$ cat src/msta_pkg.sv
// ---------------------------------------------------------------------------
// msta_pkg
// Types and constants shared by the timestamp aligner modules.
// ---------------------------------------------------------------------------
package msta_pkg;

  localparam logic        CMD_PUSH    = 1'b0;
  localparam logic        CMD_POP     = 1'b1;
  localparam logic [63:0] DEFAULT_TOL = 64'd16666667;
  localparam logic        REG_STREAMS = 1'b0;
  localparam logic        REG_TOL     = 1'b1;

  typedef struct packed {
    logic        cmd;
    logic [2:0]  cam;
    logic [31:0] seq;
    logic [63:0] stamp;
    logic [63:0] tag;
  } cmd_t;

  typedef struct packed {
    logic        accepted;
    logic [1:0]  cam;
    logic [31:0] seq;
    logic [63:0] stamp;
    logic [63:0] tag;
    logic        last;
  } res_t;

endpackage

$ cat src/msta_ram.sv
// ---------------------------------------------------------------------------
// msta_ram
// Generic single-port-write, single-read RAM with registered read data.
// ---------------------------------------------------------------------------
module msta_ram #(
  parameter int WIDTH = 64,
  parameter int DEPTH = 16
) (
  input  logic                     clk,
  input  logic                     we,
  input  logic [$clog2(DEPTH)-1:0] waddr,
  input  logic [WIDTH-1:0]         wdata,
  input  logic [$clog2(DEPTH)-1:0] raddr,
  output logic [WIDTH-1:0]         rdata
);

  logic [WIDTH-1:0] mem [DEPTH];

  always_ff @(posedge clk) begin
    if (we) begin
      mem[waddr] <= wdata;
    end
    rdata <= mem[raddr];
  end

endmodule

$ cat src/msta_front.sv
// ---------------------------------------------------------------------------
// msta_front
// Accept command beats and place them in a short queue for the engine.
// ---------------------------------------------------------------------------
module msta_front #(
  parameter int QDEPTH = 2
) (
  input  logic            clk,
  input  logic            rst_n,
  input  logic            start,
  output logic            busy,
  input  msta_pkg::cmd_t  cmd_in,
  output logic            q_valid,
  output msta_pkg::cmd_t  q_head,
  input  logic            q_pop
);

  localparam int PW = $clog2(QDEPTH);

  msta_pkg::cmd_t   buf_r [QDEPTH];
  logic [PW-1:0]    wp_r, wp_nxt, rp_r, rp_nxt;
  logic [PW:0]      cnt_r, cnt_nxt;
  logic             push;

  assign busy    = (cnt_r == (PW+1)'(QDEPTH));
  assign push    = start && !busy;
  assign q_valid = (cnt_r != '0);
  assign q_head  = buf_r[rp_r];

  always_comb begin
    wp_nxt  = wp_r;
    rp_nxt  = rp_r;
    cnt_nxt = cnt_r;
    if (push) begin
      wp_nxt = (wp_r == PW'(QDEPTH-1)) ? '0 : wp_r + 1'b1;
    end
    if (q_pop) begin
      rp_nxt = (rp_r == PW'(QDEPTH-1)) ? '0 : rp_r + 1'b1;
    end
    if (push && !q_pop) begin
      cnt_nxt = cnt_r + 1'b1;
    end else if (!push && q_pop) begin
      cnt_nxt = cnt_r - 1'b1;
    end
  end

  always_ff @(posedge clk) begin
    if (!rst_n) begin
      wp_r  <= '0;
      rp_r  <= '0;
      cnt_r <= '0;
    end else begin
      wp_r  <= wp_nxt;
      rp_r  <= rp_nxt;
      cnt_r <= cnt_nxt;
    end
    if (push) begin
      buf_r[wp_r] <= cmd_in;
    end
  end

endmodule

$ cat src/msta_engine.sv
// ---------------------------------------------------------------------------
// msta_engine
// Carry out queued push and pop commands against the per-stream stores.
// ---------------------------------------------------------------------------
module msta_engine #(
  parameter int NS = 4,
  parameter int QD = 4
) (
  input  logic            clk,
  input  logic            rst_n,
  input  logic            q_valid,
  input  msta_pkg::cmd_t  q_head,
  output logic            q_pop,
  input  logic [2:0]      streams,
  input  logic [63:0]     tol,
  output logic            res_valid,
  output msta_pkg::res_t  res
);

  localparam int SW = (NS > 1) ? $clog2(NS) : 1;
  localparam int QW = $clog2(QD);
  localparam int AW = SW + QW;
  localparam int CW = $clog2(QD + 1);

  typedef enum logic [8:0] {
    ST_IDLE  = 9'b000000001,
    ST_PUSH  = 9'b000000010,
    ST_SHIFT = 9'b000000100,
    ST_HEAD  = 9'b000001000,
    ST_SCAN  = 9'b000010000,
    ST_CHECK = 9'b000100000,
    ST_EMIT  = 9'b001000000,
    ST_REM   = 9'b010000000,
    ST_WAIT  = 9'b100000000
  } state_t;

  state_t          st_r, st_nxt;
  logic [CW-1:0]   fill_r [NS];
  logic [SW-1:0]   s_r, s_nxt;
  logic [QW-1:0]   i_r, i_nxt;
  logic [QW-1:0]   best_r, best_nxt;
  logic [QW-1:0]   pick_r [NS];
  logic [63:0]     anchor_r, anchor_nxt;
  logic [63:0]     bd_r, bd_nxt;
  logic [3:0]      nact;
  logic [SW:0]     sidx;

  logic            we;
  logic [AW-1:0]   waddr, raddr;
  logic [31:0]     wseq, rseq;
  logic [63:0]     wstamp, rstamp, wtag, rtag;
  logic [63:0]     delta;

  assign nact  = (4'(streams) < 4'(NS)) ? 4'(streams) : 4'(NS);
  assign delta = (rstamp > anchor_r) ? rstamp - anchor_r : anchor_r - rstamp;

  msta_ram #(.WIDTH(32), .DEPTH(NS*QD)) u_seq (
    .clk, .we, .waddr, .wdata(wseq), .raddr, .rdata(rseq));
  msta_ram #(.WIDTH(64), .DEPTH(NS*QD)) u_stamp (
    .clk, .we, .waddr, .wdata(wstamp), .raddr, .rdata(rstamp));
  msta_ram #(.WIDTH(64), .DEPTH(NS*QD)) u_tag (
    .clk, .we, .waddr, .wdata(wtag), .raddr, .rdata(rtag));

  always_comb begin
    st_nxt      = st_r;
    s_nxt       = s_r;
    i_nxt       = i_r;
    best_nxt    = best_r;
    anchor_nxt  = anchor_r;
    bd_nxt      = bd_r;
    q_pop       = 1'b0;
    res_valid   = 1'b0;
    res         = '0;
    we          = 1'b0;
    waddr       = {s_r, i_r};
    raddr       = {s_r, i_r};
    wseq        = rseq;
    wstamp      = rstamp;
    wtag        = rtag;
    sidx        = {1'b0, s_r} + 1'b1;
    case (st_r)
      ST_IDLE: begin
        if (q_valid) begin
          s_nxt = '0;
          i_nxt = '0;
          if (q_head.cmd == msta_pkg::CMD_PUSH) begin
            if (4'(q_head.cam) >= nact) begin
              q_pop     = 1'b1;
              res_valid = 1'b1;
              res.last  = 1'b1;
            end else begin
              s_nxt = SW'(q_head.cam);
              if (fill_r[SW'(q_head.cam)] == CW'(QD)) begin
                i_nxt       = QW'(1);
                raddr       = {SW'(q_head.cam), QW'(1)};
                st_nxt      = ST_SHIFT;
              end else begin
                st_nxt = ST_PUSH;
              end
            end
          end else begin
            raddr       = '0;
            st_nxt      = ST_HEAD;
          end
        end
      end
      ST_SHIFT: begin
        // drop the oldest record by moving each entry down one slot
        we    = 1'b1;
        waddr = {s_r, i_r - 1'b1};
        if (i_r == QW'(QD-1)) begin
          st_nxt = ST_PUSH;
        end else begin
          i_nxt       = i_r + 1'b1;
          raddr       = {s_r, i_r + 1'b1};
        end
      end
      ST_PUSH: begin
        we        = 1'b1;
        waddr     = {s_r, (fill_r[s_r] == CW'(QD)) ? QW'(QD-1) : QW'(fill_r[s_r])};
        wseq      = q_head.seq;
        wstamp    = q_head.stamp;
        wtag      = q_head.tag;
        q_pop     = 1'b1;
        res_valid = 1'b1;
        res.accepted = 1'b1;
        res.last  = 1'b1;
        st_nxt    = ST_IDLE;
      end
      ST_HEAD: begin
        // anchor is the latest head stamp over active streams
        if (fill_r[s_r] == '0) begin
          q_pop     = 1'b1;
          res_valid = 1'b1;
          res.last  = 1'b1;
          st_nxt    = ST_IDLE;
        end else begin
          if (s_r == '0 || rstamp > anchor_r) begin
            anchor_nxt = rstamp;
          end
          if (sidx == (SW+1)'(nact)) begin
            s_nxt       = '0;
            i_nxt       = '0;
            raddr       = '0;
            st_nxt      = ST_SCAN;
          end else begin
            s_nxt       = s_r + 1'b1;
            raddr       = {s_r + 1'b1, QW'(0)};
          end
        end
      end
      ST_SCAN: begin
        if (i_r == '0 || delta < bd_r) begin
          best_nxt = i_r;
          bd_nxt   = delta;
        end
        if (CW'(i_r) + 1'b1 == fill_r[s_r]) begin
          st_nxt = ST_CHECK;
        end else begin
          i_nxt       = i_r + 1'b1;
          raddr       = {s_r, i_r + 1'b1};
        end
      end
      ST_CHECK: begin
        if (bd_r > tol) begin
          q_pop     = 1'b1;
          res_valid = 1'b1;
          res.last  = 1'b1;
          st_nxt    = ST_IDLE;
        end else if (sidx == (SW+1)'(nact)) begin
          s_nxt       = '0;
          raddr       = {SW'(0), (s_r == '0) ? best_r : pick_r[0]};
          st_nxt      = ST_EMIT;
        end else begin
          s_nxt       = s_r + 1'b1;
          i_nxt       = '0;
          raddr       = {s_r + 1'b1, QW'(0)};
          st_nxt      = ST_SCAN;
        end
      end
      ST_EMIT: begin
        res_valid    = 1'b1;
        res.accepted = 1'b1;
        res.cam      = 2'(s_r);
        res.seq      = rseq;
        res.stamp    = rstamp;
        res.tag      = rtag;
        res.last     = (sidx == (SW+1)'(nact));
        i_nxt        = pick_r[s_r];
        if (CW'(pick_r[s_r]) + 1'b1 < fill_r[s_r]) begin
          raddr       = {s_r, pick_r[s_r] + 1'b1};
          st_nxt      = ST_REM;
        end else begin
          st_nxt = ST_WAIT;
        end
      end
      ST_REM: begin
        // close the gap left by the emitted record
        we    = 1'b1;
        waddr = {s_r, i_r};
        if (CW'(i_r) + 2'd2 < fill_r[s_r]) begin
          i_nxt       = i_r + 1'b1;
          raddr       = {s_r, i_r + 2'd2};
        end else begin
          st_nxt = ST_WAIT;
        end
      end
      ST_WAIT: begin
        if (sidx == (SW+1)'(nact)) begin
          q_pop  = 1'b1;
          st_nxt = ST_IDLE;
        end else begin
          s_nxt       = s_r + 1'b1;
          raddr       = {s_r + 1'b1, pick_r[s_r + 1'b1]};
          st_nxt      = ST_EMIT;
        end
      end
      default: st_nxt = ST_IDLE;
    endcase
  end

  always_ff @(posedge clk) begin
    if (!rst_n) begin
      st_r      <= ST_IDLE;
      for (int k = 0; k < NS; k++) begin
        fill_r[k] <= '0;
      end
    end else begin
      st_r      <= st_nxt;
      if (st_r == ST_PUSH && fill_r[s_r] != CW'(QD)) begin
        fill_r[s_r] <= fill_r[s_r] + 1'b1;
      end
      if (st_r == ST_WAIT) begin
        fill_r[s_r] <= fill_r[s_r] - 1'b1;
      end
    end
    s_r      <= s_nxt;
    i_r      <= i_nxt;
    best_r   <= best_nxt;
    anchor_r <= anchor_nxt;
    bd_r     <= bd_nxt;
    if (st_r == ST_CHECK) begin
      pick_r[s_r] <= best_r;
    end
  end

endmodule

$ cat src/multi_stream_timestamp_aligner_top.sv
// ---------------------------------------------------------------------------
// multi_stream_timestamp_aligner_top
// Per-stream frame-record queues with aligned-set extraction.
// ---------------------------------------------------------------------------
// Usage:
//   Input: drive in_* fields and raise start; a beat is taken when start is
//   high and busy is low. A two-entry command queue decouples the front from
//   the engine; it holds up to two commands, counting the one being worked on.
//   Output: each result shows for one cycle with out_valid, in the cycle after
//   the engine makes it; the receiver cannot stall. out_last_frame marks the
//   final result of a command.
//   Push: a decode step, then the write; when the stream's queue is full,
//   the oldest record is first dropped by moving each entry down one slot.
//   Pop: a decode step, one anchor step per active stream, one search step
//   per stored entry plus a check per stream, then per stream an emit step,
//   one step per entry moved and one to retire, paced by the single read
//   port of the record store. A failed pop ends at the stage that finds it.
//   Configuration: cfg_valid/cfg_ready with cfg_index and cfg_data; index 0
//   is stream_count, 1 is the tolerance. Write only while idle.
//   Reset: all queues empty, stream_count = MAX_STREAMS, tolerance default.
// ---------------------------------------------------------------------------
module multi_stream_timestamp_aligner_top #(
  parameter int MAX_STREAMS = 4,
  parameter int QUEUE_DEPTH = 4
) (
  input  logic        clk,
  input  logic        rst_n,
  input  logic        start,
  output logic        busy,
  input  logic        in_cmd,
  input  logic [2:0]  in_cam_index,
  input  logic [31:0] in_seq_number,
  input  logic [63:0] in_stamp_ns,
  input  logic [63:0] in_user_tag,
  output logic        out_valid,
  output logic        out_accepted,
  output logic [1:0]  out_cam,
  output logic [31:0] out_seq,
  output logic [63:0] out_stamp,
  output logic [63:0] out_tag,
  output logic        out_last_frame,
  input  logic        cfg_valid,
  output logic        cfg_ready,
  input  logic        cfg_index,
  input  logic [63:0] cfg_data
);

  msta_pkg::cmd_t cmd_in, q_head;
  msta_pkg::res_t res;
  logic           q_valid, q_pop, res_valid;
  logic [2:0]     streams_r;
  logic [63:0]    tol_r;

  assign cmd_in = '{cmd: in_cmd, cam: in_cam_index, seq: in_seq_number,
                    stamp: in_stamp_ns, tag: in_user_tag};
  assign cfg_ready = 1'b1;

  always_ff @(posedge clk) begin
    if (!rst_n) begin
      streams_r <= 3'(MAX_STREAMS);
      tol_r     <= msta_pkg::DEFAULT_TOL;
    end else if (cfg_valid) begin
      if (cfg_index == msta_pkg::REG_STREAMS) begin
        streams_r <= (cfg_data[2:0] == '0 || 32'(cfg_data[2:0]) > MAX_STREAMS) ?
                     3'(MAX_STREAMS) : cfg_data[2:0];
      end else begin
        tol_r <= (cfg_data == '0) ? msta_pkg::DEFAULT_TOL : cfg_data;
      end
    end
  end

  msta_front #(.QDEPTH(2)) u_front (
    .clk, .rst_n, .start, .busy, .cmd_in, .q_valid, .q_head, .q_pop);

  msta_engine #(.NS(MAX_STREAMS), .QD(QUEUE_DEPTH)) u_engine (
    .clk, .rst_n, .q_valid, .q_head, .q_pop, .streams(streams_r), .tol(tol_r),
    .res_valid, .res);

  always_ff @(posedge clk) begin
    if (!rst_n) begin
      out_valid <= 1'b0;
    end else begin
      out_valid <= res_valid;
    end
    out_accepted   <= res.accepted;
    out_cam        <= res.cam;
    out_seq        <= res.seq;
    out_stamp      <= res.stamp;
    out_tag        <= res.tag;
    out_last_frame <= res.last;
  end

endmodule

$ cat config.mk
export PLATFORM = sky130hd
export DESIGN_NAME = multi_stream_timestamp_aligner_top
export DESIGN_NICKNAME = d
export VERILOG_FILES = /design/src/msta_pkg.sv /design/src/msta_ram.sv /design/src/msta_front.sv /design/src/msta_engine.sv /design/src/multi_stream_timestamp_aligner_top.sv
export SDC_FILE = /design/constraint.sdc
export NUM_CORES = 2
export LEC_CHECK = 0
export BUFFER_PORTS_ARGS = -buffer_cell sky130_fd_sc_hd__buf_4
export CAP_MARGIN = 15
export CORE_UTILIZATION = 30
export CTS_CLUSTER_DIAMETER = 100
export DETAILED_ROUTE_END_ITERATION = 6
export HOLD_SLACK_MARGIN = 0.08
export PLACE_DENSITY_LB_ADDON = 0.3
export SLEW_MARGIN = 25
export SYNTH_ARGS = -nofsm -noshare
export SYNTH_HDL_FRONTEND = slang
export SYNTH_SLANG_ARGS = --single-unit
export TNS_END_PERCENT = 1
$ cat constraint.sdc
create_clock -name clk -period 14.05 [get_ports clk]
set_clock_uncertainty 0.15 [all_clocks]
set_input_delay 2.81 -clock clk [delete_from_list [all_inputs] [get_ports clk]]
set_output_delay 2.81 -clock clk [all_outputs]
set_load 0.05 [all_outputs]
==> results_dict.tcl <==
set metrics [dict create \
    dpl.hpwl_um 253400 \
    hold_start "u_engine.u_seq.rdata[17]" \
    criticalPathCategory "reg2reg" \
    r2r-end "u_engine.bd_r[20]" \
    cts_setup_buffers 0 \
    whs_path_depth 1 \
    initial_core_util_pct 30.20 \
    grt_pass1_vias 84580 \
    synth_area_leaders "edfxtp_1, mux2i_1, dfxtp_1, a211oi_1, ha_1" \
    grt_most_used_layer "met2" \
    r2r_cells 25 \
    nNetsFinal 10912 \
    status "completed" \
    synth_fp_nets 10438 \
    grt_max_degree 162 \
    yosysTopAreaCellShare_pct 64.09 \
    async_flop_share_pct 0 \
    grtUsageTotal_pct 17.64 \
    htree_num_levels 5 \
    synth_area_per_cell_um2 14.36 \
    drv_cap 0 \
    die_area_um2 477800 \
    yosys.area.top_type "edfxtp_1" \
    cp_max_fo 81 \
    hold_path_class "reg2reg" \
    yosysWarnings 0 \
    setup_viol_count_final 0 \
    grt_pass1_wl_um 621000 \
    drt_pass1_iterations 6 \
    place.gp.congestion 0.9113 \
    ys_seq_elements 3450 \
    ctsResizeCount 0 \
    rows 252 \
    cts_tree "done" \
    gr-usage-met3_pct 2.672 \
    p_leak_nw 59.13 \
    fin_cells 16964 \
    antenna_found_initial 53 \
    drc 0 \
    timing.fmax_ghz 0.1091 \
    cts_buffer_depth 4 \
    rsz0062_at_grt "no" \
    synthFlopType "edfxtp_1" \
    maxSlewHeadroom_pct 25.10 \
    cpMaxStageDelayCell "buf_4" \
    die_w_um 691.3 \
    pin_count 400 \
    netlist_area_um2 142500 \
    worst_pin_slew_ps 1095 \
    core_um2 472000 \
    hold_viol 0 \
    die_y_um 691.3 \
    setup_tns_ps 0 \
    port_buffers 398 \
    min_to "out_seq[17]" \
    wirelength_um 438700 \
    reg2reg_from "u_engine.u_stamp.rdata[0]" \
    vias 86632 \
    drive_gt1_share_pct 12.73 \
    crit_path_start_kind "flop" \
    min_period_over_period_pct 65.23 \
    cp.required_ps 14470 \
    synth_cells 9928 \
    cts_buffers 379 \
    peakVddDrop_mv 0.3480 \
    gr-usage-met1_pct 25.57 \
    synth_cell_type_count 90 \
    ys_seq_area_share_pct 69.82 \
    critPathArrivalTime_ps 9580 \
    syn_to_final_growth_pct 16.53 \
    dpl.cell_count 16243 \
    clk_pin_slew_ps 60 \
    most-common-layout-cells "edfxtp_1, mux2i_1, nand2_1" \
    synth_edf_count 3042 \
    drtIter0Drc 8296 \
    totalPowerFinal_mw 40.21 \
    min_period_ps 9165 \
    cts_root_buf "clkbuf_16" \
    reg2reg_slack_ps 4880 \
    layout_commonest_cell "edfxtp_1" \
    powerDensity_nw_per_um2 242.1 \
    routedWlPerCell_um 25.86 \
    grtUsageMet2_pct 27.89 \
    ant_nets 0 \
    vias_per_cell 5.107 \
    max_stage_delay_ps 810 \
    clock-sinks 3450 \
    grt_overflow 0 \
    clk_latency_ps 1020 \
    worstSetupEndpointType "flop" \
    hold_buffers 0 \
    final_max_slew_viol_count 0 \
]
-- per-layer routing --
| metal | part of all wire, % | up-vias |
|---|---|---|
| met5 | 0.014 | - |
| met4 | 2.1 | 10 |
| met3 | 6.4 | 555 |
| met2 | 45 | 2904 |
| met1 | 46 | 44153 |
| li1 | - | 39010 |
-- logic make-up (layout without fill, tap and decap cells) --
group / Yosys count / after routing / share of synthesized area, %
adders and majority gates: 277 / 277 / 2.448
xor gates and xnor gates: 73 / 73 / 0.4486
and+or+nand+nor: 2177 / 2177 / 8.231
buffers and inverters: 929 / 1733 / 2.785
AOI/OAI and AO/OA: 1961 / 1961 / 8.745
muxes: 1060 / 1060 / 7.517
other: 1 / 10 / 0.002631
DFF: 3450 / 3450 / 69.82
-- cells in the mapped netlist (20+ instances only) --
| cell type | count |
|---|---|
| mux2i_1 | 1040 |
| o21ai_0 | 516 |
| and2_1 | 140 |
| nor4_1 | 27 |
| buf_2 | 127 |
| edfxtp_1 | 3042 |
| clkbuf_1 | 399 |
| nor3_1 | 57 |
| nor2_1 | 202 |
| a21boi_0 | 66 |
| ha_1 | 274 |
| inv_1 | 313 |
| and3_1 | 454 |
| and4bb_1 | 37 |
| nand2_1 | 738 |
| a31oi_1 | 54 |
| o211ai_1 | 34 |
| a21o_1 | 100 |
| nand2b_1 | 25 |
| buf_1 | 22 |
| nand4_1 | 69 |
| o22ai_1 | 158 |
| a211o_1 | 22 |
| xor2_1 | 24 |
| nor4bb_1 | 106 |
| buf_4 | 49 |
| xnor2_1 | 49 |
| a211oi_1 | 467 |
| nor2b_1 | 35 |
| nand3_1 | 206 |
| a2111oi_0 | 20 |
| dfxtp_1 | 408 |
| a21oi_1 | 352 |
| o21bai_1 | 49 |
-- per-stage QoR --
stage               worst slack [ps]  hold slack [ps]  util [%]  cell area, um2
global route                    4364            329.8     35.18          166100
detailed placement              5074            300.5     32.54          153600
global placement                4940            302.6     32.52          153500
CTS                             5011            318.5     35.17          166000
finish                          4885            308.2     35.19          166100
floorplan                      520.1            279.6         -          142500
-- power by group --
part           leakage (nW)  total [mW]  internal, mW  switching (mW)
clock network          6.07        9.93          5.74            4.19
registers              30.7        13.4          13.1           0.384
logic                  22.3        16.8          5.42            11.4
total                  59.1        40.2          24.2            16.0
-- worst max path at each step --
stage	start	endpoint	slack, ps
after floorplan	u_engine.st_r[2]	u_engine.u_seq.mem[3][0]	520
after global placement	u_engine.u_stamp.rdata[0]	u_engine.best_r[0]	4940
after detailed placement	u_engine.u_stamp.rdata[0]	u_engine.best_r[0]	5070
after CTS	u_engine.u_stamp.rdata[0]	u_engine.bd_r[20]	5010
after global routing	u_engine.u_stamp.rdata[0]	u_engine.bd_r[20]	4360
final	u_engine.u_stamp.rdata[0]	u_engine.bd_r[20]	4880
-- cell type report --
type	instances	area (um2)
Sequential cell	3450	99520
Tap cell	6223	7786
Fill cell	45208	305900
Antenna cell	9	22.52
Inverter	313	1175
Clock inverter	163	1698
Multi-Input combinational cell	5549	39500
Timing Repair Buffer	709	5649
Clock buffer	548	10730
-- worst max-delay path: cells and delay by family, from the launching register on --
kind	cells	cell delay, ps
fa+ha+maj	3	900
simple gates	6	1100
compound gates	12	4560
buf+inv	4	1580
flops	1	340
-- flip-flops by register name (all words and copies together) (netlist names), 64 cells and up, named ones only --
name	flops
u_engine.u_stamp.mem	1024
u_engine.u_tag.mem	1024
u_engine.u_seq.mem	512
u_front.buf_r	328
out_stamp	64
out_tag	64
tol_r	64
u_engine.anchor_r	64
u_engine.bd_r	64
u_engine.u_stamp.rdata	64
u_engine.u_tag.rdata	64
Power figures use the tool's default switching activity.
